<file path="config.mk">
export PLATFORM = sky130hd
export DESIGN_NAME = status_frame_receiver
export DESIGN_NICKNAME = d
export VERILOG_FILES = /design/src/rtl/sfr_pkg.sv /design/src/rtl/status_frame_receiver.sv
export SDC_FILE = /design/constraint.sdc
export NUM_CORES = 1
export LEC_CHECK = 0
export ABC_AREA = 1
export BUFFER_PORTS_ARGS = -buffer_cell sky130_fd_sc_hd__buf_4
export CAP_MARGIN = 15
export CORE_ASPECT_RATIO = 0.9
export CORE_UTILIZATION = 40
export CTS_BUF_LIST = sky130_fd_sc_hd__clkbuf_8
export CTS_CLUSTER_DIAMETER = 120
export CTS_CLUSTER_SIZE = 12
export DETAILED_ROUTE_END_ITERATION = 8
export HOLD_SLACK_MARGIN = 0.12
export PLACE_DENSITY_LB_ADDON = 0.1
export SLEW_MARGIN = 20
export SYNTH_ARGS = -nofsm -noshare
export SYNTH_HDL_FRONTEND = slang
export SYNTH_SLANG_ARGS = --single-unit
export TNS_END_PERCENT = 50
</file>
<file path="constraint.sdc">
create_clock -name clk -period 2.52 [get_ports clk]
set_input_delay 0.126 -clock clk [delete_from_list [all_inputs] [get_ports clk]]
set_output_delay 0.126 -clock clk [all_outputs]
set_load 0.01 [all_outputs]
</file>
<file path="src/rtl/sfr_pkg.sv">
`timescale 1ns / 1ps
`default_nettype none

package sfr_pkg;

	localparam int unsigned PAYLOAD_LEN = 24;
	localparam int unsigned TEXT_LEN    = 13;
	localparam int unsigned CNT_W       = $clog2(PAYLOAD_LEN + 1);
	localparam int unsigned IDX_W       = $clog2(TEXT_LEN);

	localparam logic [7:0] HDR1_BYTE   = 8'h83;
	localparam logic [7:0] HDR2_BYTE   = 8'h45;
	localparam logic [7:0] LEN_BYTE    = 8'h18;
	localparam logic [7:0] POWER_MASK  = 8'h01;
	localparam logic [7:0] MUTE_MASK   = 8'h08;
	localparam logic [7:0] AUDIO_MASK  = 8'h0F;
	localparam logic [7:0] VIDEO_MASK  = 8'hF0;
	localparam logic [8:0] VOL_OFFSET  = 9'd76;
	localparam logic [8:0] VOL_IDLE    = 9'h1B4;   // -76
	localparam logic [15:0] TIMEOUT_RST = 16'd100;

	// payload byte positions
	localparam logic [CNT_W-1:0] POS_FLAGS  = CNT_W'(13);
	localparam logic [CNT_W-1:0] POS_INPUTS = CNT_W'(14);
	localparam logic [CNT_W-1:0] POS_VOLUME = CNT_W'(16);
	localparam logic [CNT_W-1:0] POS_SUM    = CNT_W'(PAYLOAD_LEN);
	localparam logic [IDX_W-1:0] IDX_LAST   = IDX_W'(TEXT_LEN - 1);

	localparam logic IN_BYTE = 1'b0;
	localparam logic IN_TICK = 1'b1;

	typedef enum logic [1:0] {
		RK_IDLE   = 2'd0,
		RK_STATUS = 2'd1,
		RK_TEXT   = 2'd2
	} report_kind_t;

	typedef enum logic [3:0] {
		PH_HDR1    = 4'b0001,
		PH_HDR2    = 4'b0010,
		PH_LEN     = 4'b0100,
		PH_PAYLOAD = 4'b1000
	} phase_t;

	typedef enum logic [3:0] {
		ST_IDLE = 4'b0001,
		ST_CMP  = 4'b0010,
		ST_STAT = 4'b0100,
		ST_TEXT = 4'b1000
	} seq_t;

endpackage

`default_nettype wire

</file>
<file path="src/rtl/status_frame_receiver.sv">
`timescale 1ns / 1ps
`default_nettype none

// Channel   Dir  Accept               Contents
// s_*       in   s_tvalid & s_tready  tuser: kind; tdata: rx_byte
// m_*       out  m_tvalid & m_tready  tuser: report_kind; tlast: last; tdata: report
// cfg_*     in   cfg_we               payload_timeout_ticks
//
// The checksum byte of a good frame with power set starts a walk of the shared
// byte comparator over the text and display stores, then the 14 report words
// load one per cycle while the output register is free.
// Reset is asynchronous, active low; all stores of text are unwritten after it.
// s_tready is low from that checksum word until the last report word is loaded
// and while a report waits with m_tready low.

module status_frame_receiver
	import sfr_pkg::*;
(
	input  wire logic        clk,
	input  wire logic        arst_n,
	input  wire logic        s_tvalid,
	output logic             s_tready,
	input  wire logic [7:0]  s_tdata,   // [7:0] rx_byte
	input  wire logic        s_tuser,   // [0] kind
	output logic             m_tvalid,
	input  wire logic        m_tready,
	// [0] power, [1] mute, [10:2] volume, [14:11] audio_input, [18:15] video_input,
	// [23:19] changed_flags, [31:24] text_char, [35:32] text_index, [39:36] zero
	output logic [39:0]      m_tdata,
	output logic [1:0]       m_tuser,   // [1:0] report_kind
	output logic             m_tlast,
	input  wire logic        cfg_we,
	input  wire logic [15:0] cfg_wdata
);

	logic [15:0]      timeout_q;
	phase_t           phase_q;
	seq_t             seq_q;
	logic [CNT_W-1:0] count_q;
	logic [7:0]       sum_q;
	logic [15:0]      ticks_q;
	logic [7:0]       text_q [TEXT_LEN];
	logic [7:0]       disp_q [TEXT_LEN];
	logic [7:0]       flags_q;
	logic [7:0]       inputs_q;
	logic [7:0]       volb_q;
	logic             power_seen_q;
	logic             mute_seen_q;
	logic [8:0]       vol_seen_q;
	logic [7:0]       inputs_seen_q;
	logic             disp_valid_q;
	logic             diff_q;
	logic [IDX_W-1:0] idx_q;

	logic             out_valid_q;
	report_kind_t     out_kind_q;
	logic             out_power_q;
	logic             out_mute_q;
	logic [8:0]       out_vol_q;
	logic [7:0]       out_inputs_q;
	logic [4:0]       out_chg_q;
	logic [7:0]       out_char_q;
	logic [IDX_W-1:0] out_idx_q;
	logic             out_last_q;

	logic             out_free;
	logic             out_load;
	logic             in_acc;
	logic             do_idle;
	logic             start_walk;
	logic [8:0]       vol_now;
	logic             mute_now;
	logic             on_now;
	logic [4:0]       chg;
	logic             char_ne;

	assign out_free = !out_valid_q || m_tready;
	assign s_tready = (seq_q == ST_IDLE) && out_free;
	assign in_acc   = s_tvalid && s_tready;
	assign out_load = do_idle || (out_free && (seq_q == ST_STAT || seq_q == ST_TEXT));

	assign vol_now  = {1'b0, volb_q} - VOL_OFFSET;
	assign mute_now = |(flags_q & MUTE_MASK);
	assign on_now   = !power_seen_q;
	assign char_ne  = text_q[idx_q] != disp_q[idx_q];

	always_comb begin
		chg    = '0;
		chg[0] = on_now;
		chg[1] = on_now || (mute_seen_q != mute_now);
		chg[2] = on_now || (vol_seen_q != vol_now);
		chg[3] = on_now || (inputs_seen_q != inputs_q);
		chg[4] = on_now || !disp_valid_q || diff_q;
	end

	// decode of one accepted word
	always_comb begin
		do_idle    = 1'b0;
		start_walk = 1'b0;
		if (in_acc) begin
			if (s_tuser == IN_TICK) begin
				do_idle = (phase_q == PH_PAYLOAD) && (ticks_q >= timeout_q);
			end else begin
				unique case (phase_q)
					PH_HDR1: ;
					PH_HDR2: do_idle = s_tdata != HDR2_BYTE;
					PH_LEN:  do_idle = s_tdata != LEN_BYTE;
					PH_PAYLOAD: begin
						if (count_q == POS_SUM) begin
							if (sum_q != s_tdata || !(|(flags_q & POWER_MASK)))
								do_idle = 1'b1;
							else
								start_walk = 1'b1;
						end
					end
					default: do_idle = 1'b1;
				endcase
			end
		end
	end

	always_ff @(posedge clk or negedge arst_n) begin
		if (!arst_n) begin
			timeout_q     <= TIMEOUT_RST;
			phase_q       <= PH_HDR1;
			seq_q         <= ST_IDLE;
			count_q       <= '0;
			sum_q         <= '0;
			ticks_q       <= '0;
			power_seen_q  <= 1'b0;
			mute_seen_q   <= 1'b0;
			vol_seen_q    <= VOL_IDLE;
			inputs_seen_q <= '0;
			disp_valid_q  <= 1'b0;
			diff_q        <= 1'b0;
			idx_q         <= '0;
			out_valid_q   <= 1'b0;
		end else begin
			if (cfg_we)
				timeout_q <= cfg_wdata;
			if (out_load)
				out_valid_q <= 1'b1;
			else if (m_tready)
				out_valid_q <= 1'b0;

			if (in_acc && s_tuser == IN_TICK) begin
				if (phase_q == PH_PAYLOAD && !do_idle)
					ticks_q <= ticks_q + 16'd1;
			end else if (in_acc) begin
				unique case (phase_q)
					PH_HDR1: begin
						if (s_tdata == HDR1_BYTE)
							phase_q <= PH_HDR2;
					end
					PH_HDR2: begin
						if (!do_idle)
							phase_q <= PH_LEN;
					end
					PH_LEN: begin
						if (!do_idle) begin
							phase_q <= PH_PAYLOAD;
							count_q <= '0;
							sum_q   <= '0;
							ticks_q <= '0;
						end
					end
					PH_PAYLOAD: begin
						if (count_q != POS_SUM) begin
							sum_q   <= sum_q + s_tdata;
							count_q <= count_q + CNT_W'(1);
						end else if (!do_idle) begin
							phase_q <= PH_HDR1;
						end
					end
					// unknown phase goes back to hunting through the idle report
					default: ;
				endcase
			end

			if (do_idle) begin
				phase_q       <= PH_HDR1;
				power_seen_q  <= 1'b0;
				mute_seen_q   <= 1'b0;
				vol_seen_q    <= VOL_IDLE;
				inputs_seen_q <= '0;
				disp_valid_q  <= 1'b0;
			end

			if (start_walk) begin
				seq_q  <= ST_CMP;
				idx_q  <= '0;
				diff_q <= 1'b0;
			end

			unique case (seq_q)
				ST_IDLE: ;
				ST_CMP: begin
					diff_q <= diff_q || char_ne;
					if (idx_q == IDX_LAST) begin
						idx_q <= '0;
						seq_q <= ST_STAT;
					end else begin
						idx_q <= idx_q + IDX_W'(1);
					end
				end
				ST_STAT: begin
					if (out_free) begin
						power_seen_q  <= 1'b1;
						mute_seen_q   <= mute_now;
						vol_seen_q    <= vol_now;
						inputs_seen_q <= inputs_q;
						disp_valid_q  <= 1'b1;
						seq_q         <= ST_TEXT;
					end
				end
				ST_TEXT: begin
					if (out_free) begin
						if (idx_q == IDX_LAST) begin
							idx_q <= '0;
							seq_q <= ST_IDLE;
						end else begin
							idx_q <= idx_q + IDX_W'(1);
						end
					end
				end
				default: seq_q <= ST_IDLE;
			endcase
		end
	end

	// payload storage and report words; no reset needed
	always_ff @(posedge clk) begin
		if (in_acc && s_tuser == IN_BYTE && phase_q == PH_PAYLOAD) begin
			if (count_q < CNT_W'(TEXT_LEN))
				text_q[count_q[IDX_W-1:0]] <= s_tdata;
			if (count_q == POS_FLAGS)
				flags_q <= s_tdata;
			if (count_q == POS_INPUTS)
				inputs_q <= s_tdata;
			if (count_q == POS_VOLUME)
				volb_q <= s_tdata;
		end

		// old character is compared in the same cycle it is overwritten
		if (seq_q == ST_CMP)
			disp_q[idx_q] <= text_q[idx_q];

		if (do_idle) begin
			out_kind_q   <= RK_IDLE;
			out_power_q  <= 1'b0;
			out_mute_q   <= 1'b0;
			out_vol_q    <= VOL_IDLE;
			out_inputs_q <= '0;
			out_chg_q    <= '0;
			out_char_q   <= '0;
			out_idx_q    <= '0;
			out_last_q   <= 1'b1;
		end else if (seq_q == ST_STAT && out_free) begin
			out_kind_q   <= RK_STATUS;
			out_power_q  <= 1'b1;
			out_mute_q   <= mute_now;
			out_vol_q    <= vol_now;
			out_inputs_q <= inputs_q;
			out_chg_q    <= chg;
			out_char_q   <= '0;
			out_idx_q    <= '0;
			out_last_q   <= 1'b0;
		end else if (seq_q == ST_TEXT && out_free) begin
			out_kind_q   <= RK_TEXT;
			out_power_q  <= 1'b0;
			out_mute_q   <= 1'b0;
			out_vol_q    <= '0;
			out_inputs_q <= '0;
			out_chg_q    <= '0;
			out_char_q   <= text_q[idx_q];
			out_idx_q    <= idx_q;
			out_last_q   <= idx_q == IDX_LAST;
		end
	end

	assign m_tvalid = out_valid_q;
	assign m_tuser  = out_kind_q;
	assign m_tlast  = out_last_q;
	assign m_tdata  = {4'b0000, out_idx_q, out_char_q, out_chg_q,
		4'((out_inputs_q & VIDEO_MASK) >> 4), 4'(out_inputs_q & AUDIO_MASK),
		out_vol_q, out_mute_q, out_power_q};

endmodule

`default_nettype wire
</file>
== Word level (Yosys, flattened, before mapping) ==
Memories as Yosys holds them, arrays and structs flattened.
Cells that the tools add are included.

* Memory bits (read-only): 0
* Output and inout bits: 45
* Input port bits: 30
* Logic and storage cells: 181
* Register bits after elaboration: 138
* Memories kept: 2
* Memory bits (writable): 208
* Latch bits: 0

* Order comparisons: 2
* Bitwise operators: 2
* Reduce and logical (&&, ||, !) cells: 40
* Multiplexer cells: 74
* Equality and inequality tests: 29
* Add/sub/neg operators: 5
* Multipliers: 0
* Shifts and indexed selects: 0
* Divide/modulo/power cells: 0

{| class="wikitable"
|+ Memories
! name !! words !! width !! rd ports !! clocked after memory_dff !! wr ports !! line !! RTL
|-
| disp_q || 13 || 8 || 1 || 0 || 1 || status_frame_receiver.sv:43 || <nowiki>logic [7:0] disp_q [TEXT_LEN];</nowiki>
|-
| text_q || 13 || 8 || 1 || 0 || 1 || status_frame_receiver.sv:42 || <nowiki>logic [7:0] text_q [TEXT_LEN];</nowiki>
|}

{| class="wikitable"
|+ Operator list
! operator !! count
|-
| $mux 16 || 5
|-
| $mux 8 || 7
|-
| $mux 4 || 13
|-
| $mux 9 || 5
|-
| $mux 1 || 34
|-
| $pmux 4 s4 || 2
|-
| $ne 8x8->1 || 3
|-
| $mux 5 || 4
|-
| $add 16x1->16 const B || 1
|-
| $ge 16x16->1 || 1
|-
| $pmux 8 s2 || 1
|-
| $reduce_bool 2->1 || 7
|-
| $eq 4x4->1 const B || 3
|-
| $eq 5x4->1 const B || 2
|-
| $eq 5x5->1 const B || 2
|-
| $logic_and 1x1->1 || 10
|-
| $logic_or 1x1->1 || 10
|-
| $pmux 5 s2 || 1
|-
| $reduce_and 5->1 || 2
|-
| $ne 9x9->1 || 1
|-
| $sub 8x7->9 const B || 1
|-
| $add 8x8->8 || 1
|-
| $eq 4x1->1 const B || 2
|-
| $eq 4x2->1 const B || 2
|-
| other kinds (20) || 32
|}

== Logic depth before layout (Yosys ltp) ==
* Depth in word-level cells: 11
* Mapped depth: 19
* Depth with buffers taken out: 18

== Worst setup path before layout ==
Ideal clock, no wire load.

* Path type: reg2reg
* From: register seq_q[0]
* To: memory text_q[4][0], enable pin
* Setup time: 0.370 ns
* Buffers on the path: 0
* Required time: 2.150 ns
* Path slack: 0.193 ns
* Cell stages (with the launch flop): 13
* Data arrival time: 1.957 ns
* Clock period less this slack: 2.327 ns
* Cell sequence: dfstp_2 > inv_2 > nor2_2 > nand2_2 > nor2_4 > nand2_2 > inv_4 > nand2_2 > nor2_1 > inv_1 > nor3_1 > nand2_1 > nor2_1

* Longest elaborated chain between the ends: 7

{| class="wikitable"
|+ RTL lines
! element !! line !! RTL
|-
| from (decl) || status_frame_receiver.sv:38 || <nowiki>seq_t seq_q;</nowiki>
|-
| from (signal assigned) || status_frame_receiver.sv:126 || <nowiki>seq_q <= ST_IDLE;</nowiki>
|-
| from (signal assigned) || status_frame_receiver.sv:190 || <nowiki>seq_q <= ST_CMP;</nowiki>
|-
| from (signal assigned) || status_frame_receiver.sv:201 || <nowiki>seq_q <= ST_STAT;</nowiki>
|-
| $eq 4x1->1 || status_frame_receiver.sv:78 || <nowiki>assign s_tready = (seq_q == ST_IDLE) && out_free;</nowiki>
|-
| $logic_and 1x1->1 || status_frame_receiver.sv:78 ||
|-
| via s_tready || status_frame_receiver.sv:22 || <nowiki>output logic s_tready,</nowiki>
|-
| $logic_and 1x1->1 || status_frame_receiver.sv:79 || <nowiki>assign in_acc = s_tvalid && s_tready;</nowiki>
|-
| $logic_and 1x1->1 (2 in series) || status_frame_receiver.sv:233 || <nowiki>if (in_acc && s_tuser == IN_BYTE && phase_q == PH_PAYLOAD) begin</nowiki>
|-
| $mux 1 || status_frame_receiver.sv:233 ||
|-
| $mux 1 (implied by the code) || status_frame_receiver.sv:235 || <nowiki>text_q[count_q[IDX_W-1:0]] <= s_tdata;</nowiki>
|-
| to (decl) || status_frame_receiver.sv:42 ||
|}

The timed path passes the listed nets, and every way through them passes these cells.

== Worst setup path in the final report ==
* From: register seq_q[0]
* To: memory text_q[12][5], enable pin

* Longest elaborated chain between the ends: 7

{| class="wikitable"
|+ RTL lines
! element !! line
|-
| $eq 4x1->1 || status_frame_receiver.sv:78
|-
| $logic_and 1x1->1 || status_frame_receiver.sv:78
|-
| $logic_and 1x1->1 || status_frame_receiver.sv:79
|-
| $logic_and 1x1->1 (2 in series) || status_frame_receiver.sv:233
|-
| $mux 1 || status_frame_receiver.sv:233
|-
| $mux 1 (implied by the code) || status_frame_receiver.sv:235
|}

No other way between the ends.

==> results.tsv <==
metric	value	unit
status	finished, final reports clean	
EDFF count, synth	226	
PD cells	596	nW/um^2
DRC viols	0	
gr ovfl total	0	
WL/cell	17.1	um
# rows	68	
CTS tree	yes	
die area	40000	um^2
I/O pin count	75	
CP required	2.79	ns
share of cells above drive strength 1	13.6	%
Sequential Area	9540	um^2
Fin Clk Skew	0.0349	ns
ys async rst share	23.0	%
setup violation total in the final timing report	0	
via count	11513	
Hold Vio Cnt, Final	0	
Area contributors post-synth	edfxtp_1 (43%), dfrtp_1 (11%), nand2_1 (11%), nor2_1 (4.9%), dfxtp_1 (4.9%)	
minimum clock period	2.38	ns
initial drt markers	893	
worst r2r src	seq_q[0]	
TritonRoute pass-1 iters	5	
Peak Freq	420	MHz
pin count of the biggest net entering global routing	69	
final cell count without fillers	2365	
critical setup path kind	flip-flop to flip-flop	
R2R cell count	13	
vias per cell	4.87	
routability cong.	0.848	
RSZ-0062 raised after global routing	no	
post-synthesis cell area	15700	um^2
crit path max fanout	8	
synth warn	0	
Syn Inst Count	1636	
initial antenna violation count	0	
R2R setup slack	0.14	ns
Tot GR Track Use	21.0	%
post-synth top area share	43.3	%
crit path DAT	2.65	ns
Die Width	211	um
static leakage	7.86	nW
Slew Limit Fails	0	
Slew @ Worst Pin	0.659	ns
Detail Route Antenna Nets	0	
most common cell in the synthesized netlist	nand2_1	
post-DP HPWL	27000	um
ys flop type	edfxtp_1	
Worst setup SP type	flip-flop	
slew margin rel.	55.9	%
Max-Cap Viols	0	
Hold Crit Class	input pin to async pin	
register bit total from synthesis	343	
Util after Layout	48.0	%
Placeable Area	38500	um^2
nets@finish	1884	
Starting Density	40.8	%
Die H	190	um
vias in the first global route	11436	
worst hold slack	0.212	ns
Area Growth Syn to Fin	17.7	%
dpl cells	2248	
ant diodes	0	
clk buf depth	3	
Worst-Skew Late Latency	0.58	ns
multi-input combinational cell area	5280	um^2
critical path capture point type	flip-flop	
final wirelength	40400	um
library cells used by synthesis	50	
port bufs	70	
final critical-path share of the clock period	94.5	%
CTS sink cnt	343	
Post-synth top cells	nand2_1 (447), edfxtp_1 (226), nor2_1 (203), inv_1 (131), o21ai_0 (110)	
post-synth top area cell	edfxtp_1	
Avg Inst Size Synth	9.58	um^2
FF-to-FF End	text_q[12][5]	
Clock Root Buffer	clkbuf_8	
clock slew at reported path FFs	0.08	ns
sequential area share after synthesis	60.8	%
Setup TNS	0	ns
FILL cells	3738	
Max H-tree Level	2	
cts bufs inserted	34	
first-pass GRT wire length	64800	um
maximum VDD drop	321	uV
critical path, stage by stage, from the launching register on:
cell,delay (ns)
dfstp_2,0.57
inv_2,0.05
nor2_2,0.08
nand2_2,0.08
nor2_4,0.12
nand2_2,0.10
inv_4,0.06
nand2_2,0.06
nor2_1,0.13
inv_1,0.09
nor3_1,0.20
nand2_1,0.19
nor2_1,0.16
buf_4,0.19
cell type report:
cell class,count,area share (%)
clock inverters,19,0.407
flip-flops and latches,343,51.7
repair buffers,210,9.96
inverters,143,2.94
well taps,525,3.56
clock buffers,37,2.76
multi-input cells,1088,28.6
sequential cells by signal (all words and copies together) (netlist names), 9 cells and up:
register / cells
timeout_q: 16
vol_seen_q: 9
out_vol_q: 9
text_q: 104
disp_q: 104
ticks_q: 16
logic make-up (layout without fill, tap and decap cells):
family / count (synthesis) / count (layout) / share of synthesized area (%)
and+or+nand+nor: 808 / 808 / 21.6
DFF: 343 / 343 / 60.8
AOI/OAI and AO/OA: 208 / 208 / 7.32
buffers and inverters: 208 / 409 / 5.56
adders and majority gates: 34 / 34 / 2.76
xor gates and xnor gates: 33 / 33 / 1.84
other: 1 / 4 / 0.0239
muxes: 1 / 1 / 0.0718
metal layers:
metal | wire length [um] | global-route usage (%) | part of all wire (%) | vias to the layer above
met5 | 0 | 0 | 0 | -
met4 | 698 | 5.16 | 1.7 | 0
met3 | 1290 | 2.77 | 3.2 | 48
met2 | 18600 | 33.7 | 46 | 177
met1 | 19800 | 30.1 | 49 | 5522
li1 | - | - | - | 5766
through the flow:
stage               area (um^2)  total power [mW]  setup WS, ns
finish                    18400              11.0         0.140
global route              18400              11.6       0.00326
CTS                       18400              11.1         0.157
detailed placement        17200              7.77         0.185
global placement          17200              7.75         0.183
floorplan                 15700              7.32         0.193
worst max-delay path by stage:
stage                     depth (start not counted)       endpoint  startpoint  slack, ns
after global routing                              9       idx_q[2]    seq_q[1]      0.003
after global placement                           13   text_q[8][3]    seq_q[0]       0.18
after floorplan                                  12   text_q[4][0]    seq_q[0]       0.19
after detailed placement                         13  text_q[12][0]    seq_q[0]       0.18
after CTS                                        13  text_q[12][7]    seq_q[0]       0.16
final                                            13  text_q[12][5]    seq_q[0]       0.14
report_power, final:
group	switching [mW]	internal [mW]
Clock	1.91	1.35
Sequential	0.123	6.12
Combinational	0.946	0.547
Total	2.98	8.02
cell usage in the layout, fill, tap and decap left out, drive strengths merged:
cell type	Yosys	routed
nor3	29	29
o41ai	1	1
o21ai	110	110
nor2	214	214
nand3	76	76
a21boi	3	3
o21bai	1	1
o211ai	6	6
fa	1	1
edfxtp	226	226
dfstp	10	10
buf	40	151
o311ai	1	1
clkinvlp	0	1
o22ai	18	18
clkinv	1	1
nor4	3	3
o2111ai	1	1
xor2	24	24
dfrtp	69	69
a21oi	56	56
xnor2	9	9
a22oi	5	5
mux2	1	1
o221ai	2	2
inv	142	160
clkbuf	25	37
conb	1	4
nand4	21	21
dfxtp	38	38
dlygate4sd3	0	59
and2	2	2
ha	33	33
nand2	459	459
or2	4	4
a31oi	2	2
o21a	1	1
a21o	1	1
repair_timing:
action                                  4_1_cts  5_1_grt
setup buffers                                 0        1
endpoints found under the hold margin       243        0
endpoints found under the setup margin        0       21
hold buffers                                 60        0
gates resized for setup                       0        3
(Power assumes the default switching activity.)
